--- src/rtl/dpsplit_pkg.sv ---
// Package: shared constants and types for the packet splitter.
`timescale 1ns / 1ps
package dpsplit_pkg;

	// Longest delimiter and the width of an index into it
	localparam int MAX_DELIM   = 8;
	localparam int DIDX_W      = (MAX_DELIM > 1) ? $clog2(MAX_DELIM) : 1;
	localparam int DLEN_W      = 4;
	localparam int LEN_W       = 16;
	localparam int CFG_IDX_W   = 8;
	localparam int CFG_DATA_W  = 64;

	localparam logic [LEN_W-1:0] LEN_MAX = {LEN_W{1'b1}};

	typedef logic [7:0] byte_t;

	// Configuration register indexes
	typedef enum logic [CFG_IDX_W-1:0] {
		REG_FIXED_MODE  = 8'd0,
		REG_DELIM_LEN   = 8'd1,
		REG_DELIM_BYTES = 8'd2,
		REG_FIXED_LEN   = 8'd3
	} cfg_reg_t;

	// Per-cell compare control from the top level
	typedef struct packed {
		logic  shift_en;
		logic  active;
		byte_t want;
	} cell_ctrl_t;

endpackage

--- src/rtl/delimiter_or_fixed_packet_splitter_core.sv ---
// Top level: packet splitter with delimiter cell chain, length count and output register.
`timescale 1ns / 1ps
// Cuts a received byte stream into packets, one byte per cycle unless the receiver stalls.
// Input channel s_*: one byte per request in s_tdata[7:0].
// Output channel m_*: each byte passed through, with m_tlast set on the byte
// that ends a packet and the packet length so far (saturating at 65535) in
// m_tdata[23:8].
// Configuration channel cfg_*: register index and 64-bit write data, always
// ready; 0 fixed_mode, 1 delim_len, 2 delim_bytes, 3 fixed_len. Other indexes
// are ignored. Write only while the block is idle.
// Output: a result is registered and appears in the cycle after its byte is accepted.
// Throughput: one byte per cycle unless the receiver stalls; the eight delimiter cells compare the
// incoming byte and the held bytes in the same cycle the byte is accepted.
// Reset: registers return to a single line-feed delimiter in delimiter mode,
// fixed length 1, empty byte line and a zero packet count.
// Stall: while the output register holds a result the receiver has not taken,
// s_tready stays low; it rises in the cycle the receiver takes it.
module delimiter_or_fixed_packet_splitter_core (
	input  logic                                clk,
	input  logic                                arst_n,
	input  logic                                s_tvalid,
	output logic                                s_tready,
	input  logic [7:0]                          s_tdata,   // [7:0] data_byte
	output logic                                m_tvalid,
	input  logic                                m_tready,
	output logic [23:0]                         m_tdata,   // [7:0] out_byte, [23:8] packet_len
	output logic                                m_tlast,   // end_of_packet
	input  logic                                cfg_valid,
	output logic                                cfg_ready,
	input  logic [dpsplit_pkg::CFG_IDX_W-1:0]   cfg_index,
	input  logic [dpsplit_pkg::CFG_DATA_W-1:0]  cfg_data
);
	import dpsplit_pkg::*;

	logic                   fixed_mode_q;
	logic [DLEN_W-1:0]      delim_len_q;
	logic [8*MAX_DELIM-1:0] delim_bytes_q;
	logic [LEN_W-1:0]       fixed_len_q;
	logic [LEN_W-1:0]       count_q;

	logic                   accept;
	logic [DLEN_W-1:0]      eff_n;
	logic [LEN_W-1:0]       len;
	logic [LEN_W-1:0]       eff_fixed;
	logic                   eop;
	logic                   all_hit;

	cell_ctrl_t             ctrl   [MAX_DELIM];
	byte_t                  chain  [MAX_DELIM+1];
	logic [MAX_DELIM-1:0]   hits;

	byte_t                  out_byte_q;
	logic                   eop_q;
	logic [LEN_W-1:0]       plen_q;
	logic                   m_tvalid_q;

	// Configuration writes
	assign cfg_ready = 1'b1;

	always_ff @(posedge clk or negedge arst_n) begin
		if (!arst_n) begin
			fixed_mode_q  <= 1'b0;
			delim_len_q   <= DLEN_W'(1);
			delim_bytes_q <= (8*MAX_DELIM)'(10);
			fixed_len_q   <= LEN_W'(1);
		end else if (cfg_valid && cfg_ready) begin
			unique case (cfg_index)
				REG_FIXED_MODE:  fixed_mode_q  <= cfg_data[0];
				REG_DELIM_LEN:   delim_len_q   <= cfg_data[DLEN_W-1:0];
				REG_DELIM_BYTES: delim_bytes_q <= cfg_data[8*MAX_DELIM-1:0];
				REG_FIXED_LEN:   fixed_len_q   <= cfg_data[LEN_W-1:0];
				default: ;
			endcase
		end
	end

	assign accept = s_tvalid && s_tready;

	// Clamp delimiter length to 1..MAX_DELIM, fixed length to at least 1
	always_comb begin
		if (delim_len_q == '0) begin
			eff_n = DLEN_W'(1);
		end else if (delim_len_q > DLEN_W'(MAX_DELIM)) begin
			eff_n = DLEN_W'(MAX_DELIM);
		end else begin
			eff_n = delim_len_q;
		end
		eff_fixed = (fixed_len_q == '0) ? LEN_W'(1) : fixed_len_q;
	end

	// Saturating length including the incoming byte
	assign len = (count_q == LEN_MAX) ? LEN_MAX : count_q + LEN_W'(1);

	// Cell chain: cell k holds the byte k+1 places back; after the shift it
	// holds the byte that must equal delimiter byte n-1-k
	assign chain[0] = s_tdata;

	for (genvar k = 0; k < MAX_DELIM; k++) begin : g_cell
		logic [DLEN_W-1:0] sel;

		assign sel             = eff_n - DLEN_W'(1) - DLEN_W'(k);
		assign ctrl[k].shift_en = accept;
		assign ctrl[k].active   = (DLEN_W'(k) < eff_n);
		assign ctrl[k].want     = delim_bytes_q[8*sel[DIDX_W-1:0] +: 8];

		dpsplit_cell u_cell (
			.clk      (clk),
			.arst_n   (arst_n),
			.ctrl     (ctrl[k]),
			.byte_in  (chain[k]),
			.byte_out (chain[k+1]),
			.hit      (hits[k])
		);
	end

	assign all_hit = &hits;

	// End of packet decision
	always_comb begin
		if (fixed_mode_q) begin
			eop = (len >= eff_fixed);
		end else begin
			eop = (len >= LEN_W'(eff_n)) && all_hit;
		end
	end

	// Packet byte count
	always_ff @(posedge clk or negedge arst_n) begin
		if (!arst_n) begin
			count_q <= '0;
		end else if (accept) begin
			count_q <= eop ? '0 : len;
		end
	end

	// Output register; input waits only while a result is held and stalled
	assign s_tready = !m_tvalid_q || m_tready;

	always_ff @(posedge clk or negedge arst_n) begin
		if (!arst_n) begin
			m_tvalid_q <= 1'b0;
		end else if (accept) begin
			m_tvalid_q <= 1'b1;
		end else if (m_tready) begin
			m_tvalid_q <= 1'b0;
		end
	end

	always_ff @(posedge clk) begin
		if (accept) begin
			out_byte_q <= s_tdata;
			eop_q      <= eop;
			plen_q     <= len;
		end
	end

	assign m_tvalid = m_tvalid_q;
	assign m_tdata  = {plen_q, out_byte_q};
	assign m_tlast  = eop_q;

	// Count restarts after a packet ends
	a_count_clear: assert property (@(posedge clk) disable iff (!arst_n)
		accept && eop |=> count_q == '0)
		else $error("packet count not cleared after end of packet");

	// Count carries the length when the packet continues
	a_count_step: assert property (@(posedge clk) disable iff (!arst_n)
		accept && !eop |=> count_q == $past(len))
		else $error("packet count did not advance");

	// A held result is never a zero-length packet
	a_len_nonzero: assert property (@(posedge clk) disable iff (!arst_n)
		m_tvalid |-> plen_q != '0)
		else $error("result with zero packet length");

	// A stalled result blocks new input
	a_stall_block: assert property (@(posedge clk) disable iff (!arst_n)
		m_tvalid && !m_tready |-> !s_tready)
		else $error("input accepted over a stalled result");

	// Fixed mode never ends a packet before the fixed length
	a_fixed_len: assert property (@(posedge clk) disable iff (!arst_n)
		accept && fixed_mode_q && len < eff_fixed |-> !eop)
		else $error("fixed packet ended early");

endmodule

--- src/rtl/dpsplit_cell.sv ---
// Cell: one stage of the recent-byte line with its delimiter byte compare.
`timescale 1ns / 1ps
module dpsplit_cell (
	input  logic                clk,
	input  logic                arst_n,
	input  dpsplit_pkg::cell_ctrl_t ctrl,
	input  dpsplit_pkg::byte_t  byte_in,
	output dpsplit_pkg::byte_t  byte_out,
	output logic                hit
);
	import dpsplit_pkg::*;

	byte_t byte_q;

	// Held byte moves one cell along on every accepted byte
	always_ff @(posedge clk or negedge arst_n) begin
		if (!arst_n) begin
			byte_q <= '0;
		end else if (ctrl.shift_en) begin
			byte_q <= byte_in;
		end
	end

	// Compare the byte arriving here with this cell's delimiter byte
	assign hit      = !ctrl.active || (byte_in == ctrl.want);
	assign byte_out = byte_q;

endmodule

--- config.mk ---
export PLATFORM = sky130hd
export DESIGN_NAME = delimiter_or_fixed_packet_splitter_core
export DESIGN_NICKNAME = d
export VERILOG_FILES = /design/src/rtl/dpsplit_pkg.sv /design/src/rtl/delimiter_or_fixed_packet_splitter_core.sv /design/src/rtl/dpsplit_cell.sv
export SDC_FILE = /design/constraint.sdc
export NUM_CORES = 1
export LEC_CHECK = 0
export BUFFER_PORTS_ARGS = -buffer_cell sky130_fd_sc_hd__buf_2
export CAP_MARGIN = 5
export CORE_MARGIN = 5
export CORE_UTILIZATION = 60
export DETAILED_ROUTE_END_ITERATION = 16
export PLACE_DENSITY = 0.81
export REMOVE_ABC_BUFFERS = 1
export SYNTH_ARGS = -nofsm -noshare
export SYNTH_HDL_FRONTEND = slang
export SYNTH_SLANG_ARGS = --single-unit
--- constraint.sdc ---
create_clock -name clk -period 5.8 [get_ports clk]
set_input_delay 0.87 -clock clk [delete_from_list [all_inputs] [get_ports clk]]
set_output_delay 0.87 -clock clk [all_outputs]
set_load 0.02 [all_outputs]
==> results_dict.tcl <==
set metrics [dict create \
    grt_pass1_vias 8962 \
    finalSetupTns_ns 0 \
    setup.worst_path.end_class "register" \
    hold_violations 0 \
    drc 0 \
    wl_per_cell_um 24.0 \
    cts.sinks 183 \
    path_class "reg2reg" \
    portBuffers 111 \
    track_usage 0.293 \
    postSynth.asyncResetShare 0.863 \
    clockRootBuffer "clkbuf_16" \
    place_area_um2 12400 \
    slew_headroom 0.284 \
    crit_path_max_fanout 17 \
    cts_tree "done" \
    grt_overflow 0 \
    fp.coreArea_um2 19400 \
    area_delta_synth_final_pct 10.8 \
    dp_hpwl_um 23700 \
    hp-class "in2async" \
    required_ns 5.97 \
    antenna_found_initial 0 \
    arrival_ns 5.11 \
    finalSetupViolations 0 \
    fin_area_um2 13100 \
    postCtsSetupRepairBufs 0 \
    die_h_um 150 \
    viasPerCell 6.66 \
    drive_above_1_share 0.335 \
    nets 1191 \
    wl_um 32700 \
    leakage_nw 5.73 \
    num_rows 51 \
    met2_usage 0.444 \
    finalCritPeriodShare 0.853 \
    hold_buffers 0 \
    ant_nets 0 \
    die_w_um 150 \
    peakVddDrop_uv 238 \
    clockBufferDepth 2 \
    cap_violations 0 \
    synth_cells 998 \
    synth_cell_type_count 85 \
    grt.busiest_layer "met2" \
    diodes 0 \
    gp_congestion 1.04 \
    skew_ns 0.0104 \
    clkTransAtPathRegs_ns 0.08 \
    max_freq_mhz 202 \
    gr-usage-met1 0.413 \
    ios 113 \
    grt_max_degree 84 \
    syn_area_per_cell_um2 11.8 \
    synth.yosys.seq_area_share 0.400 \
    drt_iter0_drc 1131 \
    period_needed_ns 4.95 \
    htree_levels 4 \
    num_vias 9065 \
    slew_violations 0 \
    grt_first_pass_wirelength_um 50500 \
    dieArea_um2 22500 \
    initial_core_util 0.607 \
    postSynthRegisterBits 183 \
    syn-cell-area_um2 11800 \
    clock_latency_ns 0.44 \
    cellPowerDensity_nw_per_um2 321 \
    synth_top_flop_cell "dfrtp_1" \
    grt_use_met3 0.0512 \
    dr.pass1.iters 8 \
    cts_resized 0 \
    outcome "finished clean" \
    synth_edf_count 25 \
    cts_buffers 17 \
    rsz0062_at_grt "false" \
    ys_warn_count 0 \
    setup.worst_path.start_class "register" \
    worst_slew_pin_slew_ns 1.07 \
]
==> worst max-delay path, stage by stage (launching register included) <==
cell and delay [ns]:
dfrtp_1 0.49, ha_1 0.25, inv_1 0.07, nor4_1 0.86, nand2_1 0.59, nand2_1 0.34
ha_1 0.28, a2111oi_0 0.45, nand4_1 0.15, nor4b_1 0.38, a31o_2 0.28, nor4_2 0.07
o21ai_2 0.33, nand2_1 0.10
==> registers in the layout (all words and copies together) (netlist names) <==
name                    count
g_cell.u_cell.byte_out     56
delim_len_q                 4
delim_bytes_q              64
fixed_mode_q                1
fixed_len_q                16
m_tlast                     1
out_byte_q                  8
plen_q                     16
m_tvalid                    1
count_q                    16
==> metal layers <==
layer	part of all wire	routed length (um)	up-vias
li1	-	-	3971
met1	0.42	13600	4482
met2	0.45	14600	516
met3	0.090	2930	96
met4	0.046	1500	0
met5	0	0	-
==> power breakdown <==
| part | internal [mW] | leakage [nW] | switching [mW] | total, mW |
|---|---|---|---|---|
| sequential | 1.51 | 2.31 | 0.235 | 1.74 |
| combinational | 0.567 | 3.11 | 0.635 | 1.20 |
| clock | 0.690 | 0.307 | 0.548 | 1.24 |
==> path summary, 6_finish.rpt <==
| check | start | end | slack [ns] | cells past startpoint |
|---|---|---|---|---|
| worst min register to register | g_cell[0].u_cell.byte_out[5] | g_cell[1].u_cell.byte_out[5] | 0.52 | 2 |
| worst min-delay path | arst_n | fixed_len_q[15] | 0.31 | 1 |
| worst max-delay path | count_q[0] | m_tlast | 0.85 | 13 |
| worst max register to register | count_q[0] | m_tlast | 0.85 | 13 |
| max in group asynchronous | arst_n | m_tvalid | 4.29 | 2 |
| min in group clk | g_cell[0].u_cell.byte_out[5] | g_cell[1].u_cell.byte_out[5] | 0.52 | 2 |
==> final cells by class <==
class                   instances  area [um2]
flip-flops and latches        183        4710
repair buffers                127         682
fillers                      1451        6340
clock inverters                15         189
inverters                      32         130
clock buffers                  17         425
well taps                     265         332
multi-input cells             723        6590
==> layout by cell type, fill, tap and decap left out, drive strengths merged, types with 5 or more instances in the layout <==
cell	count
dfrtp	154
mux2	143
buf	127
mux2i	93
nand2	42
nor2	39
inv	39
xnor2	37
mux4	36
o21ai	30
xor2	29
a21oi	29
edfxtp	25
a22oi	24
ha	22
clkbuf	17
a32o	15
nand3	14
nand2b	11
nor3	11
a221oi	11
and2	9
nand4	8
a21o	8
a211oi	8
nor4	8
o211ai	8
nor2b	7
a2111oi	7
and3	6
a31oi	6
or3	5
o2111ai	5
a32oi	5
clkinv	5
==> cells by family (layout without fill, tap and decap cells) <==
kind of cell | Yosys count | count (layout) | synth area share
multiplexers | 272 | 272 | 0.285
adder cells (fa/ha/maj) | 22 | 22 | 0.0234
flip-flops | 183 | 183 | 0.400
other | 1 | 1 | 0.000318
AND/OR/NAND/NOR | 178 | 178 | 0.0814
AO/OA/AOI/OAI | 184 | 184 | 0.117
buffers and inverters | 92 | 191 | 0.0419
XOR/XNOR | 66 | 66 | 0.0513
==> per-stage QoR <==
step                      hold slack (ns)  setup WS (ns)  power [mW]   util  cells
after global placement              0.503           1.11        2.90  0.641   1330
after detailed placement            0.504           1.01        2.93  0.641   1330
after global routing                0.328          0.539        4.37  0.673   1362
final                               0.314          0.853        4.19  0.673   1362
after floorplan                     0.485          0.136        2.53      -    938
after CTS                           0.315          0.969        4.17  0.673   1362
==> cells in the mapped netlist (all sizes together) (15+ instances only) <==
master  instances  area share
dfrtp         154        0.33
nor2           39       0.015
nand2          42       0.013
edfxtp         25       0.064
a22oi          24       0.015
mux4           36       0.069
mux2i          93       0.079
clkbuf         28      0.0090
xnor2          37       0.030
inv            32       0.011
a21oi          29       0.012
ha             22       0.023
a32o           15       0.013
mux2          143        0.14
buf            32       0.022
xor2           29       0.022
o21ai          30       0.013
(Power assumes the default switching activity.)
